$ cat config.mk
export PLATFORM = sky130hd
export DESIGN_NAME = iaw_front
export DESIGN_NICKNAME = d
export VERILOG_FILES = /design/src/hw/rtl/iaw_pkg.sv /design/src/hw/rtl/iaw_front.sv
export SDC_FILE = /design/constraint.sdc
export NUM_CORES = 2
export LEC_CHECK = 0
export ABC_AREA = 1
export BUFFER_PORTS_ARGS = -buffer_cell sky130_fd_sc_hd__buf_2
export CELL_PAD_IN_SITES_DETAIL_PLACEMENT = 1
export CELL_PAD_IN_SITES_GLOBAL_PLACEMENT = 1
export CORE_UTILIZATION = 30
export CTS_CLUSTER_DIAMETER = 50
export DETAILED_ROUTE_END_ITERATION = 12
export PLACE_DENSITY = 0.52
export SLEW_MARGIN = 20
export SYNTH_ARGS = -nofsm -noshare
export SYNTH_HDL_FRONTEND = slang
export SYNTH_SLANG_ARGS = --single-unit
$ cat constraint.sdc
create_clock -name clock -period 6.9 [get_ports clock]
set_input_delay 0.69 -clock clock [delete_from_list [all_inputs] [get_ports clock]]
set_output_delay 0.69 -clock clock [all_outputs]
set_load 0.05 [all_outputs]
$ cat src/hw/rtl/iaw_pkg.sv
// shared constants, codes and types for the inverse affine warp
// no dependencies; imported by every module of the block except iaw_ram
package iaw_pkg;

   localparam int MAX_WIDTH  = 512;
   localparam int MAX_HEIGHT = 512;
   localparam int FRAC_BITS  = 16;

   localparam int POS_W  = 9;
   localparam int PIX_W  = 8;
   localparam int DIM_W  = 10;
   localparam int COEF_W = 32;
   localparam int CSR_IDX_W = 3;

   localparam int ADDR_W = $clog2(MAX_WIDTH * MAX_HEIGHT);
   localparam int PROD_W = COEF_W + POS_W + 1;
   localparam int SUM_W  = PROD_W + 2;
   localparam int RND_W  = SUM_W - FRAC_BITS;

   localparam logic [SUM_W-1:0] ROUND_HALF = SUM_W'(1) << (FRAC_BITS - 1);

   localparam int QUEUE_DEPTH = 8;
   localparam int QPTR_W = $clog2(QUEUE_DEPTH);
   localparam int QCNT_W = QPTR_W + 1;
   localparam int OCC_W  = QCNT_W + 1;

   localparam logic OP_LOAD   = 1'b0;
   localparam logic OP_RENDER = 1'b1;

   localparam logic [CSR_IDX_W-1:0] REG_IMAGE_WIDTH  = 3'd0;
   localparam logic [CSR_IDX_W-1:0] REG_IMAGE_HEIGHT = 3'd1;
   localparam logic [CSR_IDX_W-1:0] REG_COEF_XX      = 3'd2;
   localparam logic [CSR_IDX_W-1:0] REG_COEF_XY      = 3'd3;
   localparam logic [CSR_IDX_W-1:0] REG_COEF_XT      = 3'd4;
   localparam logic [CSR_IDX_W-1:0] REG_COEF_YX      = 3'd5;
   localparam logic [CSR_IDX_W-1:0] REG_COEF_YY      = 3'd6;
   localparam logic [CSR_IDX_W-1:0] REG_COEF_YT      = 3'd7;

   typedef struct packed {
      logic              op;
      logic              hit;
      logic [ADDR_W-1:0] addr;
      logic [PIX_W-1:0]  pixel;
   } iaw_entry_type;

   typedef struct packed {
      logic              empty;
      logic              full;
      logic [QCNT_W-1:0] count;
   } iaw_qstat_type;

endpackage

$ cat src/hw/rtl/iaw_front.sv
// front end: config registers, beat accept, coordinate mapping pipeline
// depends on iaw_pkg; pushes classified work into the queue
module iaw_front import iaw_pkg::*; (
   input  logic                 clock,
   input  logic                 reset,
   input  logic                 req_valid,
   output logic                 req_stall,
   input  logic                 req_operation,
   input  logic [POS_W-1:0]     req_pos_x,
   input  logic [POS_W-1:0]     req_pos_y,
   input  logic [PIX_W-1:0]     req_pixel_in,
   input  logic                 csr_wr_en,
   input  logic [CSR_IDX_W-1:0] csr_index,
   input  logic [COEF_W-1:0]    csr_wdata,
   input  iaw_qstat_type        qstat,
   output logic                 push,
   output iaw_entry_type        push_entry
);

   logic [DIM_W-1:0]         width_ff, width_in, height_ff, height_in;
   logic signed [COEF_W-1:0] cxx_ff, cxx_in, cxy_ff, cxy_in, cxt_ff, cxt_in;
   logic signed [COEF_W-1:0] cyx_ff, cyx_in, cyy_ff, cyy_in, cyt_ff, cyt_in;
   logic [DIM_W-1:0]         w_eff, h_eff;
   logic                     accept;

   // stage 1: products
   logic                     v1_ff, v1_in;
   logic                     op1_ff, ld1_ff, ld1_in;
   logic [POS_W-1:0]         x1_ff, y1_ff;
   logic [PIX_W-1:0]         pix1_ff;
   logic signed [PROD_W-1:0] pxx_ff, pxy_ff, pyx_ff, pyy_ff;
   logic signed [PROD_W-1:0] pxx_in, pxy_in, pyx_in, pyy_in;
   logic signed [COEF_W-1:0] tx1_ff, ty1_ff;

   // stage 2: sums
   logic                     v2_ff;
   logic                     op2_ff, ld2_ff;
   logic [POS_W-1:0]         x2_ff, y2_ff;
   logic [PIX_W-1:0]         pix2_ff;
   logic signed [SUM_W-1:0]  sx_ff, sy_ff, sx_in, sy_in;

   // stage 3: rounded coordinates
   logic                     v3_ff;
   logic                     op3_ff, ld3_ff;
   logic [POS_W-1:0]         x3_ff, y3_ff;
   logic [PIX_W-1:0]         pix3_ff;
   logic signed [SUM_W-1:0]  rx_sum, ry_sum;
   logic [RND_W-1:0]         rx_ff, ry_ff, rx_in, ry_in;

   logic [OCC_W-1:0]         occupancy;
   logic                     in_image;

   always_comb begin
      width_in  = width_ff;
      height_in = height_ff;
      cxx_in = cxx_ff;
      cxy_in = cxy_ff;
      cxt_in = cxt_ff;
      cyx_in = cyx_ff;
      cyy_in = cyy_ff;
      cyt_in = cyt_ff;
      if (csr_wr_en) begin
         unique case (csr_index)
            REG_IMAGE_WIDTH:  width_in  = csr_wdata[DIM_W-1:0];
            REG_IMAGE_HEIGHT: height_in = csr_wdata[DIM_W-1:0];
            REG_COEF_XX:      cxx_in = $signed(csr_wdata);
            REG_COEF_XY:      cxy_in = $signed(csr_wdata);
            REG_COEF_XT:      cxt_in = $signed(csr_wdata);
            REG_COEF_YX:      cyx_in = $signed(csr_wdata);
            REG_COEF_YY:      cyy_in = $signed(csr_wdata);
            REG_COEF_YT:      cyt_in = $signed(csr_wdata);
            default: ;
         endcase
      end
   end

   always_ff @(posedge clock) begin
      if (reset) begin
         width_ff  <= DIM_W'(MAX_WIDTH);
         height_ff <= DIM_W'(MAX_HEIGHT);
         cxx_ff <= COEF_W'(1 << FRAC_BITS);
         cxy_ff <= '0;
         cxt_ff <= '0;
         cyx_ff <= '0;
         cyy_ff <= COEF_W'(1 << FRAC_BITS);
         cyt_ff <= '0;
      end else begin
         width_ff  <= width_in;
         height_ff <= height_in;
         cxx_ff <= cxx_in;
         cxy_ff <= cxy_in;
         cxt_ff <= cxt_in;
         cyx_ff <= cyx_in;
         cyy_ff <= cyy_in;
         cyt_ff <= cyt_in;
      end
   end

   assign w_eff = (width_ff > DIM_W'(MAX_WIDTH)) ? DIM_W'(MAX_WIDTH) : width_ff;
   assign h_eff = (height_ff > DIM_W'(MAX_HEIGHT)) ? DIM_W'(MAX_HEIGHT) : height_ff;

   // credit: every beat in flight has a queue slot reserved
   assign occupancy = OCC_W'(qstat.count) + OCC_W'(v1_ff) + OCC_W'(v2_ff) + OCC_W'(v3_ff);
   assign req_stall = occupancy >= OCC_W'(QUEUE_DEPTH);
   assign accept    = req_valid && !req_stall;

   assign v1_in  = accept;
   assign ld1_in = (DIM_W'(req_pos_x) < w_eff) && (DIM_W'(req_pos_y) < h_eff);
   assign pxx_in = PROD_W'(cxx_ff) * $signed(PROD_W'(req_pos_x));
   assign pxy_in = PROD_W'(cxy_ff) * $signed(PROD_W'(req_pos_y));
   assign pyx_in = PROD_W'(cyx_ff) * $signed(PROD_W'(req_pos_x));
   assign pyy_in = PROD_W'(cyy_ff) * $signed(PROD_W'(req_pos_y));

   assign sx_in = SUM_W'(pxx_ff) + SUM_W'(pxy_ff) + SUM_W'(tx1_ff);
   assign sy_in = SUM_W'(pyx_ff) + SUM_W'(pyy_ff) + SUM_W'(ty1_ff);

   // round half away from zero: add half, less one when negative, then floor
   assign rx_sum = sx_ff + $signed(ROUND_HALF) - $signed(SUM_W'(sx_ff[SUM_W-1]));
   assign ry_sum = sy_ff + $signed(ROUND_HALF) - $signed(SUM_W'(sy_ff[SUM_W-1]));
   assign rx_in  = RND_W'(rx_sum >>> FRAC_BITS);
   assign ry_in  = RND_W'(ry_sum >>> FRAC_BITS);

   always_ff @(posedge clock) begin
      if (reset) begin
         v1_ff <= 1'b0;
         v2_ff <= 1'b0;
         v3_ff <= 1'b0;
      end else begin
         v1_ff <= v1_in;
         v2_ff <= v1_ff;
         v3_ff <= v2_ff;
      end
   end

   always_ff @(posedge clock) begin
      op1_ff  <= req_operation;
      ld1_ff  <= ld1_in;
      x1_ff   <= req_pos_x;
      y1_ff   <= req_pos_y;
      pix1_ff <= req_pixel_in;
      pxx_ff  <= pxx_in;
      pxy_ff  <= pxy_in;
      pyx_ff  <= pyx_in;
      pyy_ff  <= pyy_in;
      tx1_ff  <= cxt_ff;
      ty1_ff  <= cyt_ff;

      op2_ff  <= op1_ff;
      ld2_ff  <= ld1_ff;
      x2_ff   <= x1_ff;
      y2_ff   <= y1_ff;
      pix2_ff <= pix1_ff;
      sx_ff   <= sx_in;
      sy_ff   <= sy_in;

      op3_ff  <= op2_ff;
      ld3_ff  <= ld2_ff;
      x3_ff   <= x2_ff;
      y3_ff   <= y2_ff;
      pix3_ff <= pix2_ff;
      rx_ff   <= rx_in;
      ry_ff   <= ry_in;
   end

   assign in_image = !rx_ff[RND_W-1] && !ry_ff[RND_W-1]
                  && (rx_ff < RND_W'(w_eff)) && (ry_ff < RND_W'(h_eff));

   always_comb begin
      push_entry.op    = op3_ff;
      push_entry.pixel = pix3_ff;
      if (op3_ff == OP_RENDER) begin
         push_entry.hit  = in_image;
         push_entry.addr = ADDR_W'(ADDR_W'(ry_ff) * ADDR_W'(MAX_WIDTH) + ADDR_W'(rx_ff));
         push = v3_ff;
      end else begin
         push_entry.hit  = ld3_ff;
         push_entry.addr = ADDR_W'(ADDR_W'(y3_ff) * ADDR_W'(MAX_WIDTH) + ADDR_W'(x3_ff));
         push = v3_ff && ld3_ff;
      end
   end

endmodule

==> flow_results.xml <==
<?xml version="1.0" encoding="UTF-8"?>
<metrics>
  <group name="outcome">
    <metric name="status" unit="">finished clean</metric>
  </group>
  <group name="power_and_ir_drop">
    <metric name="leakage" unit="nW">52.7</metric>
    <metric name="clk_pwr_share" unit="%">26.0</metric>
    <metric name="power_switching_share" unit="%">48.4</metric>
    <metric name="cellInternalPower" unit="mW">12.2</metric>
    <metric name="switching_power" unit="mW">11.5</metric>
    <metric name="power_per_cell_area" unit="nW/um^2">268</metric>
    <metric name="vdd_ir_drop_max" unit="mV">0.296</metric>
    <metric name="pwr-share-comb" unit="%">50.9</metric>
    <metric name="sequentialPowerShare" unit="%">23.1</metric>
  </group>
  <group name="timing">
    <metric name="fin_tns_setup" unit="ns">0</metric>
    <metric name="worst_slew_pin_slew" unit="ns">1.13</metric>
    <metric name="final_max_slew_viol_count" unit="">0</metric>
    <metric name="final.period_utilization" unit="%">83.2</metric>
    <metric name="report.final.setup_viol" unit="">0</metric>
    <metric name="timing.clock.skew" unit="ns">0.116</metric>
    <metric name="fin_hold_ws" unit="ns">0.144</metric>
    <metric name="achievable-frequency" unit="MHz">174</metric>
    <metric name="max_slew_margin" unit="%">24.6</metric>
    <metric name="final_hold_viol_count" unit="">0</metric>
    <metric name="min_period" unit="ns">5.74</metric>
    <metric name="rsz0062_at_grt" unit="">false</metric>
  </group>
  <group name="logic_synthesis">
    <metric name="combined_area_of_all_synthesized_cells" unit="um^2">79700</metric>
    <metric name="synth_warnings" unit="">0</metric>
    <metric name="syn-num-nets" unit="">13383</metric>
    <metric name="synthArstFlopShare" unit="%">0</metric>
    <metric name="ys_seq_elements" unit="">675</metric>
    <metric name="synth.yosys.seq_area_share" unit="%">17.0</metric>
    <metric name="synth_cell_types" unit="">46</metric>
    <metric name="synthCells" unit="">11718</metric>
    <metric name="yosys_most_used_dff" unit="">dfxtp_1</metric>
    <metric name="post_synth.cell_area_avg" unit="um^2">6.80</metric>
    <metric name="synth_enable_flop_cells" unit="">0</metric>
  </group>
  <group name="clock_tree">
    <metric name="post_cts_setup_repair_buffer_count" unit="">0</metric>
    <metric name="numCtsBuffers" unit="">115</metric>
    <metric name="buffer_type_at_the_clock_tree_root" unit="">clkbuf_16</metric>
    <metric name="post_cts.resized_instances" unit="">0</metric>
    <metric name="clock_latency" unit="ns">0.81</metric>
    <metric name="clk_transition_reported_paths" unit="ns">0.06</metric>
    <metric name="tritoncts" unit="">built</metric>
    <metric name="h-tree-depth" unit="">3</metric>
    <metric name="clock-sinks" unit="">675</metric>
    <metric name="max-clock-path-buffers" unit="">3</metric>
  </group>
  <group name="critical_path">
    <metric name="critical_path_capture_point_type" unit="">register</metric>
    <metric name="worst_setup_path_startpoint" unit="">req_pos_x[4]</metric>
    <metric name="worstPathRequired" unit="ns">7.51</metric>
    <metric name="critPathArrivalTime" unit="ns">6.36</metric>
    <metric name="cp_cell_sequence" unit="">buf_2 -&gt; nand2_1 -&gt; fa_1 -&gt; inv_1 -&gt; fa_1 -&gt; fa_1 -&gt; fa_1 -&gt; inv_1 -&gt; fa_1 -&gt; inv_1 -&gt; ha_1 -&gt; nand2_1 -&gt; nor2_1 -&gt; nand2_1 -&gt; nor3b_2 -&gt; nand2_1 -&gt; nand3_1 -&gt; xor2_1</metric>
    <metric name="worstReg2RegStart" unit="">cyx_ff[16]</metric>
    <metric name="crit_path_max_delay_cell_type" unit="">buf_2</metric>
    <metric name="worst_path_largest_cell_delay" unit="ns">0.71</metric>
    <metric name="path_delay_family" unit="">adder cells</metric>
    <metric name="cpMostUsedCell" unit="">fa_1</metric>
    <metric name="critPathMaxFanout" unit="">29</metric>
    <metric name="cp.buffers_inverters" unit="">4</metric>
    <metric name="critPathLaunchType" unit="">primary input</metric>
    <metric name="timing.setup.critical_path_class" unit="">primary input to register</metric>
  </group>
  <group name="hold_path">
    <metric name="worstHoldPathType" unit="">primary input to register</metric>
    <metric name="worst_hold_startpoint" unit="">req_valid</metric>
  </group>
  <group name="die">
    <metric name="die-area" unit="um^2">268000</metric>
    <metric name="core_area" unit="um^2">263000</metric>
    <metric name="floorplan.die.width" unit="um">517</metric>
    <metric name="initial_core_util" unit="%">30.3</metric>
    <metric name="dieHeight" unit="um">517</metric>
    <metric name="top_level_ports" unit="">102</metric>
    <metric name="core.rowCount" unit="">188</metric>
  </group>
  <group name="detailed_routing">
    <metric name="detail_route.iter0.violations" unit="">3008</metric>
    <metric name="drt-total-wl" unit="um">298000</metric>
    <metric name="dr_total_vias" unit="">69659</metric>
    <metric name="route.antenna.remaining_nets" unit="">0</metric>
    <metric name="route.detailed.drc" unit="">0</metric>
    <metric name="dr.pass1.iters" unit="">7</metric>
    <metric name="route.detailed.vias_per_inst" unit="">4.55</metric>
    <metric name="post_drt_wl_per_cell" unit="um">19.5</metric>
  </group>
  <group name="global_routing">
    <metric name="grt_pass1_vias" unit="">74501</metric>
    <metric name="grt_remaining_overflow" unit="">0</metric>
    <metric name="globalRouteTotalUtil" unit="%">22.6</metric>
    <metric name="grt_antenna_before_repair" unit="">29</metric>
    <metric name="grt_pass1_wl" unit="um">457000</metric>
    <metric name="maximum_number_of_pins_on_one_net_before_global_route_repair" unit="">156</metric>
  </group>
  <group name="flow_run">
    <metric name="timing.max_cap.violations" unit="">0</metric>
  </group>
  <group name="cells_and_area">
    <metric name="layout.filler_cells" unit="">33040</metric>
    <metric name="area.growth.synth_to_final" unit="%">11.0</metric>
    <metric name="layout-drive-gt1-share" unit="%">4.82</metric>
    <metric name="final_nets" unit="">13355</metric>
    <metric name="area.sequential" unit="um^2">13500</metric>
    <metric name="multi_input_combinational_cell_area" unit="um^2">54200</metric>
  </group>
  <group name="place">
    <metric name="port-buffer-count" unit="">99</metric>
    <metric name="globalplace.congestion" unit="">0.903</metric>
    <metric name="dp_wirelength" unit="um">250000</metric>
  </group>
</metrics>
metal layers:
metal	global-route usage, %	wire length (um)
met1	31.8	145000
met2	37.4	136000
met3	1.92	10400
met4	5.05	7420
met5	0	12
Yosys cell counts, types with 41 or more instances:
| cell | instances | area, um^2 |
|---|---|---|
| ha_1 | 568 | 7110 |
| nand2_1 | 3833 | 14400 |
| buf_1 | 55 | 206 |
| nand4_1 | 100 | 626 |
| nand3_1 | 379 | 1900 |
| o21ai_0 | 234 | 1170 |
| nor2_1 | 1053 | 3950 |
| nor3_1 | 41 | 205 |
| xor2_1 | 111 | 972 |
| inv_1 | 2826 | 10600 |
| clkbuf_1 | 248 | 931 |
| a21oi_1 | 245 | 1230 |
| nor2_2 | 47 | 294 |
| fa_1 | 1025 | 20500 |
| dfxtp_1 | 675 | 13500 |
cells in the final DEF (no fill, tap or decap), types with 8 or more instances in the layout:
master         count
a21oi_1          245
buf_12            18
buf_2             99
buf_4             59
bufinv_16         15
clkbuf_16        115
clkbuf_8          12
clkinv_2          18
clkinvlp_4         8
dfxtp_1          675
diode_2           10
dlygate4sd3_1      9
fa_1            1025
ha_1             568
inv_1           2825
inv_2             21
inv_6             16
inv_8              8
nand2_1         3833
nand2_2           39
nand3_1          379
nand3_2           13
nand3b_1          11
nand4_1          100
nor2_1          1047
nor2_2            53
nor2_4             9
nor3_1            41
nor3_2            15
o21a_1             8
o21ai_0          234
o21ai_1            8
o21ai_2           13
o21bai_1          39
xnor2_1           24
xor2_1           111
power groups by stage:
stage	combinational [mW]	sequential (mW)	clock, mW
after detailed placement	12.2	5.60	0
after global routing	13.7	5.57	6.52
after CTS	12.3	5.52	6.35
after global placement	12.0	5.59	0
after floorplan	8.12	5.10	0
final	12.1	5.49	6.19
worst register-to-register path: cells and delay by family, from the launching register on:
family	cells	cell delay [ns]
XOR/XNOR	1	0.44
adder cells (fa/ha/maj)	6	2.98
buffers and inverters	3	0.15
flip-flops	1	0.65
AND/OR/NAND/NOR	7	1.22
per-stage QoR:
stage          cell area (um^2)  power, mW  worst slack [ns]  util, %  std cells
2_1_floorplan             79700       13.2              1.59        -      11718
3_3_place_gp              84200       17.6             0.510     32.0      15079
3_5_place_dp              84200       17.8             0.449     32.0      15079
4_1_cts                   88500       24.2              1.27     33.6      15303
5_1_grt                   88500       25.8             0.983     33.6      15304
6_report                  88500       23.8              1.16     33.6      15313
what timing repair did:
action / 4_1_cts / 5_1_grt
endpoints found under the hold margin: 9 / 0
hold buffers: 9 / 0
setup endpoints to repair: 0 / 0
layout make-up:
class                   count  area share [%]
diodes                     10          0.0283
clock buffers             134            3.47
clock inverters            81            1.30
inverters                2850            12.1
multi-input cells        7863            61.3
flip-flops and latches    675            15.3
well taps                3515            4.97
repair buffers            185            1.57
worst paths after layout:
| path | to | slack [ns] | cells after the start |
|---|---|---|---|
| worst max-delay path | pyx_ff[21] | 1.16 | 18 |
| worst min-delay path | v1_ff | 0.14 | 3 |
| worst min register to register | y2_ff[3] | 0.32 | 0 |
| worst max register to register | pyx_ff[21] | 1.36 | 17 |
kinds of logic (layout without fill, tap and decap cells):
kind of cell,Yosys count,after routing,share of synthesized area (%)
simple gates,5560,5560,27.9
buf+inv,3180,3250,15.0
fa+ha+maj,1593,1593,34.7
flops,675,675,17.0
compound gates,575,575,4.01
xor+xnor,135,135,1.48
other cells,0,10,0
registers in the layout, indices dropped and copies added, names as in the netlist, 10 cells and up:
name       cells
sx_ff         44
sy_ff         44
pxx_ff        42
pxy_ff        42
pyx_ff        42
pyy_ff        42
cxt_ff        32
cxx_ff        32
cxy_ff        32
cyt_ff        32
cyx_ff        32
cyy_ff        32
tx1_ff        32
ty1_ff        32
rx_ff         28
ry_ff         28
height_ff     10
width_ff      10
Note: power is estimated with default switching activity, not from simulation.
