<file path="src/hw/rtl/iaw_pkg.sv">
// shared constants, codes and types for the inverse affine warp
// no dependencies; imported by every module of the block except iaw_ram
package iaw_pkg;

   localparam int MAX_WIDTH  = 512;
   localparam int MAX_HEIGHT = 512;
   localparam int FRAC_BITS  = 16;

   localparam int POS_W  = 9;
   localparam int PIX_W  = 8;
   localparam int DIM_W  = 10;
   localparam int COEF_W = 32;
   localparam int CSR_IDX_W = 3;

   localparam int ADDR_W = $clog2(MAX_WIDTH * MAX_HEIGHT);
   localparam int PROD_W = COEF_W + POS_W + 1;
   localparam int SUM_W  = PROD_W + 2;
   localparam int RND_W  = SUM_W - FRAC_BITS;

   localparam logic [SUM_W-1:0] ROUND_HALF = SUM_W'(1) << (FRAC_BITS - 1);

   localparam int QUEUE_DEPTH = 8;
   localparam int QPTR_W = $clog2(QUEUE_DEPTH);
   localparam int QCNT_W = QPTR_W + 1;
   localparam int OCC_W  = QCNT_W + 1;

   localparam logic OP_LOAD   = 1'b0;
   localparam logic OP_RENDER = 1'b1;

   localparam logic [CSR_IDX_W-1:0] REG_IMAGE_WIDTH  = 3'd0;
   localparam logic [CSR_IDX_W-1:0] REG_IMAGE_HEIGHT = 3'd1;
   localparam logic [CSR_IDX_W-1:0] REG_COEF_XX      = 3'd2;
   localparam logic [CSR_IDX_W-1:0] REG_COEF_XY      = 3'd3;
   localparam logic [CSR_IDX_W-1:0] REG_COEF_XT      = 3'd4;
   localparam logic [CSR_IDX_W-1:0] REG_COEF_YX      = 3'd5;
   localparam logic [CSR_IDX_W-1:0] REG_COEF_YY      = 3'd6;
   localparam logic [CSR_IDX_W-1:0] REG_COEF_YT      = 3'd7;

   typedef struct packed {
      logic              op;
      logic              hit;
      logic [ADDR_W-1:0] addr;
      logic [PIX_W-1:0]  pixel;
   } iaw_entry_type;

   typedef struct packed {
      logic              empty;
      logic              full;
      logic [QCNT_W-1:0] count;
   } iaw_qstat_type;

endpackage

</file>
<file path="src/hw/rtl/iaw_queue.sv">
// short in-order queue between front and back end
// depends on iaw_pkg
module iaw_queue import iaw_pkg::*; (
   input  logic          clock,
   input  logic          reset,
   input  logic          push,
   input  iaw_entry_type push_entry,
   input  logic          pop,
   output iaw_entry_type head,
   output iaw_qstat_type qstat
);

   iaw_entry_type     slot_ff [QUEUE_DEPTH];
   logic [QPTR_W-1:0] wr_ptr_ff, wr_ptr_in, rd_ptr_ff, rd_ptr_in;
   logic [QCNT_W-1:0] count_ff, count_in;

   assign wr_ptr_in = push ? wr_ptr_ff + QPTR_W'(1) : wr_ptr_ff;
   assign rd_ptr_in = pop ? rd_ptr_ff + QPTR_W'(1) : rd_ptr_ff;
   assign count_in  = count_ff + QCNT_W'(push) - QCNT_W'(pop);

   always_ff @(posedge clock) begin
      if (reset) begin
         wr_ptr_ff <= '0;
         rd_ptr_ff <= '0;
         count_ff  <= '0;
      end else begin
         wr_ptr_ff <= wr_ptr_in;
         rd_ptr_ff <= rd_ptr_in;
         count_ff  <= count_in;
      end
   end

   always_ff @(posedge clock) begin
      if (push) begin
         slot_ff[wr_ptr_ff] <= push_entry;
      end
   end

   assign head        = slot_ff[rd_ptr_ff];
   assign qstat.count = count_ff;
   assign qstat.empty = count_ff == '0;
   assign qstat.full  = count_ff == QCNT_W'(QUEUE_DEPTH);

   a_no_overflow: assert property (@(posedge clock) disable iff (reset)
      !(push && qstat.full && !pop))
      else $error("queue push while full");

   a_no_underflow: assert property (@(posedge clock) disable iff (reset)
      !(pop && qstat.empty))
      else $error("queue pop while empty");

   a_count_step: assert property (@(posedge clock) disable iff (reset)
      push && !pop |=> count_ff == $past(count_ff) + QCNT_W'(1))
      else $error("queue count lost a push");

endmodule

</file>
<file path="config.mk">
export PLATFORM = sky130hd
export DESIGN_NAME = iaw_queue
export DESIGN_NICKNAME = d
export VERILOG_FILES = /design/src/hw/rtl/iaw_pkg.sv /design/src/hw/rtl/iaw_queue.sv
export SDC_FILE = /design/constraint.sdc
export NUM_CORES = 1
export LEC_CHECK = 0
export BUFFER_PORTS_ARGS = -buffer_cell sky130_fd_sc_hd__buf_2
export CORE_MARGIN = 2
export CORE_UTILIZATION = 64
export DETAILED_ROUTE_END_ITERATION = 8
export PLACE_DENSITY = 0.84
export SLEW_MARGIN = 25
export SYNTH_ARGS = -nofsm -noshare
export SYNTH_HDL_FRONTEND = slang
export SYNTH_SLANG_ARGS = --single-unit
</file>
<file path="constraint.sdc">
create_clock -name clock -period 6.1 [get_ports clock]
set_input_delay 1.22 -clock clock [delete_from_list [all_inputs] [get_ports clock]]
set_output_delay 1.22 -clock clock [all_outputs]
set_load 0.02 [all_outputs]
</file>
==> metrics.csv, run 1 <==
metric,value,unit
cts_root_buf,clkbuf_16,
track_usage,22.4,%
syn_area,0.00908,sq mm
vdd_drop_max,0.265,mV
coreArea,0.0139,sq mm
hold_ws,0.543,ns
cts_htree_levels,1,
layout_commonest_cell,edfxtp_1,
io_pins,66,
dieArea,0.0152,sq mm
routabilityCongestion,0.727,
crit_path_max_fanout,32,
hold_viol,0,
antenna_cells,0,
finalMaxSlewViolations,0,
grt_pass1_vias,4316,
post-route-drc-count,0,
timing.final.crit_share,61.4,%
ys_seq_elements,237,
worst-slew-pin-transition,1.03,ns
post-route-cell-area,0.0105,sq mm
synth_nets,434,
power_density,348,mW/mm^2
ys_warn_count,0,
seq_area_frac_synth,76.9,%
min_period,3.75,ns
syn_inst,393,
num_vias,4140,
cts_sinks,237,
nets,515,
setup_viol,0,
dpl.hpwl,8.34,mm
final.setup.tns,0,ns
final_cell_mix,"edfxtp_1, buf_2, mux4_2, mux2_2, clkbuf_16",
hold_class,reg2reg,
rsz0062_at_grt,false,
die_w,123,um
status,"finished, final reports clean",
syn_area_per_cell,23.1,sq um
hold_buffers,0,
vias_per_cell,6.18,
syn_to_final_growth,15.2,%
post_synth_num_cell_types,26,
wl_per_cell,24.6,um
postCtsSetupBuffers,0,
start_kind,register,
clk_pin_slew_worst_paths,0.06,ns
portBuffers,65,
clock.fmax,267,MHz
drt_iter0_markers,433,
leakage,3.44,nW
crit_arrival,2.53,ns
num_rows,43,
cts_buffers,23,
cts_tree,yes,
grt_max_degree,57,
clock_latency,0.50,ns
start_util,65.4,%
grt_pass1_wl,24.6,mm
firstDrtPassIters,4,
die_h,123,um
cts_buffer_depth,3,
skew,0.00693,ns
detail-route-antenna-nets,0,
worstSetupPathType,reg2out,
wl,16.5,mm
overflow,0,
cts_resized,0,
crit_path_end_kind,primary output,
post_dp_cell_area,0.00962,sq mm
antenna_found_initial,0,
cap_violations,0,
drive_gt1_share,39.0,%
relSlewSlack,30.9,%
cp.required,4.88,ns
## Yosys cell counts
library cell	number	area share, %
and3_1	2	0.14
edfxtp_1	224	74
ha_1	8	1.1
xnor2_1	2	0.19
dfxtp_1	13	2.9
mux4_1	8	2.3
a31o_2	1	0.096
buf_12	2	0.44
clkbuf_1	1	0.041
xor2_1	3	0.29
mux4_2	48	12
nand3_1	1	0.055
nor3_1	2	0.11
mux2_2	28	3.5
nand2b_1	4	0.28
buf_1	2	0.083
mux2i_1	2	0.22
inv_1	7	0.29
nor2_1	16	0.66
nand2_1	4	0.17
buf_6	3	0.37
clkbuf_2	1	0.055
buf_2	7	0.39
fa_1	1	0.22
a21oi_1	2	0.11
nor2b_1	1	0.069
## worst paths after layout
check | start | endpoint | slack [ns] | cells past startpoint
worst max-delay path | register | head[7] | 2.35 | 4
worst min-delay path | rd_ptr_ff[1]$_SDFFE_PP0P_ | register | 0.54 | 2
worst max register to register | wr_ptr_ff[0]$_SDFFE_PP0P_ | slot_ff[7][21]$_DFFE_PP_ | 4.15 | 2
worst min register to register | rd_ptr_ff[1]$_SDFFE_PP0P_ | register | 0.54 | 2
## sequential cells by signal, summed over array words and instances, names as in the netlist, named ones only
name and cells:
slot_ff 224, wr_ptr_ff 3, rd_ptr_ff 3, count_ff 4
## through the flow
stage	setup slack (ns)	power [mW]	util, %	std cells
2_1_floorplan	2.40	2.14	-	393
3_3_place_gp	2.65	2.24	69.1	625
3_5_place_dp	2.84	2.26	69.3	626
4_1_cts	2.31	3.66	74.7	667
5_1_grt	2.22	3.76	75.3	670
6_report	2.35	3.64	75.3	670
## critical path, cell delays in order, from the launching register on
cell	delay [ns]
dfxtp_4	0.68
buf_16	0.31
mux4_2	0.56
mux2_2	0.29
buf_2	0.16
## area by class of cell
| class | count | area (sq um) |
|---|---|---|
| clock inverters | 16 | 174 |
| multi-input cells | 133 | 2000 |
| repair buffers | 72 | 458 |
| clock buffers | 25 | 583 |
| inverters | 7 | 26.3 |
| flip-flops and latches | 237 | 6990 |
| fillers | 750 | 3420 |
| well taps | 180 | 225 |
## metal layers
layer  up-vias  routed length [um]  part of all wire [%]  GRT usage [%]
li1       1799                   -                     -              -
met1      2163                6620                    40           31.9
met2       150                8450                    51           36.8
met3        28                1080                   6.5           3.92
met4         0                 327                   2.0           6.25
met5         -                   0                     0              0
## kinds of logic (layout without fill, tap and decap cells)
kind of cell	Yosys count	after routing	share of synthesized area [%]
buf+inv	23	120	1.67
fa+ha+maj	9	9	1.32
compound gates	3	3	0.207
xor+xnor	5	5	0.482
mux	86	86	17.9
simple gates	30	30	1.47
flops	237	237	76.9
## where the power goes
part           internal (mW)  switching [mW]  total, mW
Clock                  0.856           0.554       1.41
Combinational          0.163           0.196      0.359
Sequential              1.83          0.0379       1.87
Total                   2.85           0.787       3.64
Note: power is estimated with default switching activity, not from simulation.
==> run 2, diff against run 1 <==
--- a/config.mk
+++ b/config.mk
@@ -7,9 +7,9 @@
 export LEC_CHECK = 0
 export BUFFER_PORTS_ARGS = -buffer_cell sky130_fd_sc_hd__buf_2
 export CORE_MARGIN = 2
-export CORE_UTILIZATION = 64
+export CORE_UTILIZATION = 54
 export DETAILED_ROUTE_END_ITERATION = 8
-export PLACE_DENSITY = 0.84
+export PLACE_DENSITY = 0.75
 export SLEW_MARGIN = 25
 export SYNTH_ARGS = -nofsm -noshare
 export SYNTH_HDL_FRONTEND = slang
==> constraint.sdc (replaced) <==
create_clock -name clock -period 3.1 [get_ports clock]
set_input_delay 0.62 -clock clock [delete_from_list [all_inputs] [get_ports clock]]
set_output_delay 0.62 -clock clock [all_outputs]
set_load 0.02 [all_outputs]
==> run 2 against run 1 <==
Against the previous run: final area grew 1.1%; combinational power grew 110%; worst hold slack lost 0.17 ns; clock skew grew 0.014 ns; wire length shrank 0.39%; highest routed layer is now met5.
==> metrics.csv, run 2 (synthesized netlist as in run 1, its figures left out) <==
metric,value,unit,change
setup_viol,0,,unchanged
hold_viol,0,,unchanged
pwr-share-seq,52.3,%,was 51.4%
p_clk_share,36.9,%,was 38.7%
nets,531,,was 515
portBuffers,65,,unchanged
routabilityCongestion,0.708,,was 0.727
start_util,55.0,%,was 65.4%
cts_htree_levels,1,,unchanged
dieArea,0.0179,sq mm,was 0.0152 sq mm
num_vias,4109,,"was 4,140"
crit_arrival,2.26,ns,was 2.53 ns
postCtsSetupBuffers,0,,unchanged
final_cell_mix,"edfxtp_1, buf_2, mux4_2, mux2_2, clkbuf_16",,unchanged
track_usage,19.0,%,was 22.4%
cts_resized,0,,unchanged
finalMaxSlewViolations,0,,unchanged
leakage,3.48,nW,was 3.44 nW
status,"finished, final reports clean",,unchanged
wl_per_cell,22.6,um,was 24.6 um
grt_pass1_vias,4286,,"was 4,316"
hold_class,in2reg,,was reg2reg
combPwrFrac,10.8,%,was 9.9%
min_period,2.88,ns,
clk_pin_slew_worst_paths,0.06,ns,about the same
detail-route-antenna-nets,0,,unchanged
timing.final.crit_share,93.0,%,
cp.required,2.48,ns,was 4.88 ns
die_w,134,um,was 123 um
largestRegisters,"slot_ff (224), count_ff (4)",,unchanged
firstDrtPassIters,4,,unchanged
cts_tree,yes,,unchanged
drt_iter0_markers,307,,was 433
fin_cells,727,,was 670
num_rows,47,,was 43
worst_slack,0.216,ns,was 2.35 ns
critPathBufInv,2,,unchanged
dpl.hpwl,9.52,mm,was 8.34 mm
cpLargestDelayFamily,multiplexers,,unchanged
drive_gt1_share,40.2,%,was 39.0%
hold_buffers,0,,unchanged
power_switching_share,22.1,%,was 21.6%
crit_path_max_fanout,18,,was 32
dp.cells,679,,was 626
relSlewSlack,60.2,%,was 30.9%
slowest_stage,dfxtp_2,,was dfxtp_4
cts_buffer_depth,3,,unchanged
wl,16.4,mm,was 16.5 mm
die_h,134,um,was 123 um
cp_cell_sequence,"buf_4, mux4_2, mux2_2, buf_2",,"was buf_16, mux4_2, mux2_2, buf_2"
n_fill_cell,1060,,was 750
cts_sinks,237,,unchanged
dp_slack,0.556,ns,was 2.84 ns
syn_to_final_growth,16.4,%,was 15.2%
layout_commonest_cell,edfxtp_1,,unchanged
antenna_cells,0,,unchanged
skew,0.0205,ns,was 0.00693 ns
overflow,0,,unchanged
antenna_found_initial,1,,was 0
vias_per_cell,5.65,,was 6.18
largest_reg_flops,224,,unchanged
power_density,660,mW/mm^2,was 348 mW/mm^2
cts_buffers,23,,unchanged
start_kind,register,,unchanged
grt_pass1_wl,25.1,mm,was 24.6 mm
clock.fmax,347,MHz,
coreArea,0.0165,sq mm,was 0.0139 sq mm
vdd_drop_max,0.485,mV,was 0.265 mV
crit_path_end_kind,primary output,,unchanged
critPathMaxStageDelay,0.60,ns,was 0.68 ns
rsz0062_at_grt,false,,unchanged
internal_power,5.44,mW,was 2.85 mW
top_register,slot_ff,,unchanged
io_pins,66,,unchanged
final.setup.tns,0,ns,unchanged
grt_max_degree,29,,was 57
rrSetupSlack,1.24,ns,was 4.15 ns
clock_latency,0.50,ns,about the same
p_switching,1.54,mW,was 0.787 mW
cts_root_buf,clkbuf_16,,unchanged
post-route-drc-count,0,,unchanged
cap_violations,0,,unchanged
worstSetupPathType,reg2out,,unchanged
worst-slew-pin-transition,0.596,ns,was 1.03 ns
run 2: cell count changes in the layout (fill, tap and decap cells not counted):
cell,delta
buf_4,+14
buf_12,+6
clkbuf_1,+5
buf_16,-4
bufinv_16,-3
clkinv_2,-3
clkbuf_8,+2
clkinv_1,-1
clkinvlp_4,+1
nor3_2,-1
nor3_4,+1
run 2: worst register-to-register path, cell delays in order, from the launching register on:
cell and delay [ns]:
dfxtp_1 0.51, nand2_1 0.21, nor2_4 0.53, buf_4 0.31
run 2: per-layer routing:
| layer | vias up | wire (um) | GRT usage (%) |
|---|---|---|---|
| li1 | 1828 | - | - |
| met1 | 2145 | 6730 | 25.3 |
| met2 | 118 | 8570 | 33.3 |
| met3 | 16 | 914 | 3.50 |
| met4 | 2 | 180 | 3.90 |
| met5 | - | 13 | 0 |
run 2: stage by stage:
stage | cell area (sq um) | hold slack (ns) | utilization (%) | power (mW)
after detailed placement | 9830 | 0.519 | 59.5 | 4.47
after global placement | 9830 | 0.507 | 59.5 | 4.44
after floorplan | 9090 | 0.485 | - | 4.22
after global routing | 10600 | 0.381 | 64.0 | 7.23
after CTS | 10500 | 0.360 | 63.7 | 7.04
final | 10600 | 0.374 | 64.0 | 6.98
run 2: final cells by class:
type	instances	area, sq um	share of cell area (%)
clock buffer	32	629	5.95
sequential	237	6990	66.1
clock inverter	10	72.6	0.686
multi-input combinational	133	2000	19.0
tap	220	275	2.60
inverter	7	26.3	0.248
timing repair buffer	88	573	5.42
run 2: final timing paths:
check | to | depth (start not counted) | startpoint
hold reg to reg | wr_ptr_ff[2]$_SDFFE_PP0P_ | 2 | wr_ptr_ff[2]$_SDFFE_PP0P_
hold / removal | slot_ff[1][22]$_DFFE_PP_ | 1 | push_entry[22]
setup / recovery | head[17] | 4 | register
setup reg to reg | slot_ff[3][15]$_DFFE_PP_ | 3 | wr_ptr_ff[0]$_SDFFE_PP0P_
run 2: power groups by stage:
stage               logic, mW  clock network, mW  registers, mW
floorplan               0.492                  0           3.73
global placement        0.722                  0           3.72
detailed placement      0.745                  0           3.73
CTS                     0.754               2.63           3.66
global route            0.824               2.75           3.66
finish                  0.755               2.57           3.65
==> run 3, diff against run 2 <==
--- a/config.mk
+++ b/config.mk
@@ -9,7 +9,8 @@
 export CORE_MARGIN = 2
 export CORE_UTILIZATION = 54
 export DETAILED_ROUTE_END_ITERATION = 8
-export PLACE_DENSITY = 0.75
+export PLACE_DENSITY_LB_ADDON = 0.12
+export RECOVER_POWER = 50
 export SLEW_MARGIN = 25
 export SYNTH_ARGS = -nofsm -noshare
 export SYNTH_HDL_FRONTEND = slang
==> constraint.sdc (replaced) <==
create_clock -name clock -period 2.3 [get_ports clock]
set_input_delay 0.46 -clock clock [delete_from_list [all_inputs] [get_ports clock]]
set_output_delay 0.46 -clock clock [all_outputs]
set_load 0.02 [all_outputs]
==> run 3 against run 2 <==
Against the previous run: first-iteration DRC count fell by 19%; the flow now finishes with violations (negative setup slack); combinational power increased by 68%; non-clock buffer count is 11 higher; sequential share of layout area shrank 3.6 points; register-to-register slack lost 0.59 ns.
==> metrics.csv, run 3 (synthesized netlist as in run 1, its figures left out) <==
metric,value,unit,change
status,finished with violations,,"was finished, final reports clean"
violations,negative setup slack,,
wl,16.8,mm,was 16.4 mm
largest_reg_flops,224,,unchanged
cts_root_buf,clkbuf_16,,unchanged
firstDrtPassIters,4,,unchanged
hold_buffers,0,,unchanged
setup_viol,28,,was 0
cts_sinks,237,,unchanged
num_rows,47,,unchanged
top_register,slot_ff,,unchanged
vias_per_cell,5.62,,was 5.65
crit_path_max_fanout,6,,was 18
vdd_drop_max,0.645,mV,was 0.485 mV
hold_viol,0,,unchanged
grt_max_degree,29,,unchanged
cts_buffers,25,,was 23
grt.busiest_layer,met2,,unchanged
nets,544,,was 531
coreArea,0.0165,sq mm,unchanged
r2r_end,count_ff[2]$_SDFF_PP0_,,was slot_ff[3][15]$_DFFE_PP_
cp.required,1.84,ns,was 2.48 ns
r2r-start,count_ff[0]$_SDFF_PP0_,,was wr_ptr_ff[0]$_SDFFE_PP0P_
largestRegisters,"slot_ff (224), count_ff (4)",,unchanged
start_util,55.0,%,unchanged
die_w,134,um,unchanged
relSlewSlack,71.0,%,was 60.2%
crit_arrival,2.11,ns,was 2.26 ns
n_fill_cell,1091,,"was 1,060"
utilization,67.7,%,was 64.0%
leakage,3.69,nW,was 3.48 nW
grt_pass1_vias,4404,,"was 4,286"
routabilityCongestion,0.698,,was 0.708
drive_gt1_share,39.5,%,was 40.2%
clock_latency,0.51,ns,was 0.50 ns
dieArea,0.0179,sq mm,unchanged
cts_buffer_depth,3,,unchanged
worst_slack,-0.269,ns,was 0.216 ns
cap_violations,0,,unchanged
io_pins,66,,unchanged
power_density,892,mW/mm^2,was 660 mW/mm^2
post-route-drc-count,0,,unchanged
hold_ws,0.266,ns,was 0.374 ns
clock.fmax,389,MHz,
rsz0062_at_grt,true,,was false
endpoint,head[27],,was head[17]
worstRegToRegCells,8,,was 3
portBuffers,65,,unchanged
cp_cell_sequence,"buf_12, clkbuf_16, mux4_2, mux2_4, buf_6",,"was buf_4, mux4_2, mux2_2, buf_2"
dp.cells,685,,was 679
worstSetupPathType,reg2out,,unchanged
overflow,0,,unchanged
drt_iter0_markers,250,,was 307
syn_to_final_growth,23.2,%,was 16.4%
cts_htree_levels,1,,unchanged
num_vias,4176,,"was 4,109"
min_period,2.57,ns,
skew,0.00441,ns,was 0.0205 ns
start_kind,register,,unchanged
track_usage,19.3,%,was 19.0%
multi_input_area,0.00207,sq mm,was 0.00200 sq mm
critPathMaxStageDelay,0.50,ns,was 0.60 ns
die_h,134,um,unchanged
finalMaxSlewViolations,0,,unchanged
grt_pass1_wl,25.6,mm,was 25.1 mm
antenna_found_initial,1,,unchanged
use_met1,26.9,%,was 25.3%
final_cell_mix,"edfxtp_1, mux4_2, buf_6, clkbuf_16, clkbuf_1",,"was edfxtp_1, buf_2, mux4_2, mux2_2, clkbuf_16"
fin_cells,743,,was 727
dpl.hpwl,9.49,mm,was 9.52 mm
worst-slew-pin-transition,0.435,ns,was 0.596 ns
crit_path_end_kind,primary output,,unchanged
wl_per_cell,22.6,um,about the same
clk_pin_slew_worst_paths,0.06,ns,about the same
use_met2,32.4,%,was 33.3%
layout_commonest_cell,edfxtp_1,,unchanged
timing.final.crit_share,112,%,
regArea,0.00699,sq mm,unchanged
slowest_stage,mux4_2,,was dfxtp_2
detail-route-antenna-nets,0,,unchanged
hold_class,in2reg,,unchanged
rrSetupSlack,0.65,ns,was 1.24 ns
met3_usage,3.46,%,was 3.50%
cts_tree,yes,,unchanged
run 3: worst min-delay path by stage:
stage	from	end	slack [ns]	cells past startpoint
5_1_grt	reset	wr_ptr_ff[2]$_SDFFE_PP0P_	0.27	2
4_1_cts	push_entry[3]	slot_ff[4][3]$_DFFE_PP_	0.20	1
3_3_place_gp	wr_ptr_ff[2]$_SDFFE_PP0P_	wr_ptr_ff[2]$_SDFFE_PP0P_	0.51	2
3_5_place_dp	wr_ptr_ff[2]$_SDFFE_PP0P_	wr_ptr_ff[2]$_SDFFE_PP0P_	0.52	2
2_1_floorplan	rd_ptr_ff[2]$_SDFFE_PP0P_	register	0.48	2
6_report	reset	count_ff[1]$_SDFF_PP0_	0.27	2
run 3: metrics by stage:
stage               power [mW]  area [sq um]  TNS, ns  setup slack [ns]
floorplan                 5.69          9090        0             0.109
global placement          6.01          9980        0             0.219
detailed placement        6.05          9980        0             0.210
CTS                       9.89         10900    -7.91            -0.318
global route              10.3         11200    -8.69            -0.335
finish                    9.98         11200    -6.74            -0.269
run 3: repair_timing:
| item | 4_1_cts | 5_1_grt |
|---|---|---|
| setup endpoints to repair | 28 | 28 |
| resized for setup | 14 | 79 |
| setup buffers | 5 | 0 |
| cloned | 1 | 5 |
run 3: final cells by class:
| class | count | share of cell area (%) |
|---|---|---|
| clock inverters | 19 | 1.36 |
| flip-flops and latches | 237 | 62.5 |
| repair buffers | 99 | 9.28 |
| clock buffers | 27 | 5.66 |
| well taps | 220 | 2.46 |
| inverters | 7 | 0.235 |
| multi-input cells | 133 | 18.5 |
| diodes | 1 | 0.0224 |
run 3: report_power, final:
| part | total, mW | internal, mW | switching (mW) |
|---|---|---|---|
| clock | 3.79 | 2.22 | 1.57 |
| sequential | 4.92 | 4.86 | 0.0548 |
| combinational | 1.27 | 0.653 | 0.620 |
run 3: critical path, delay by kind of cell, from the launching register on:
family   cells  cell delay (ns)
mux          2             0.78
buf+inv      3             0.43
flops        1             0.38
run 3: per-layer routing:
layer	vias to the layer above	wire length, um
met3	24	842
met4	0	272
met1	2202	7000
met5	-	0
met2	90	8700
li1	1860	-
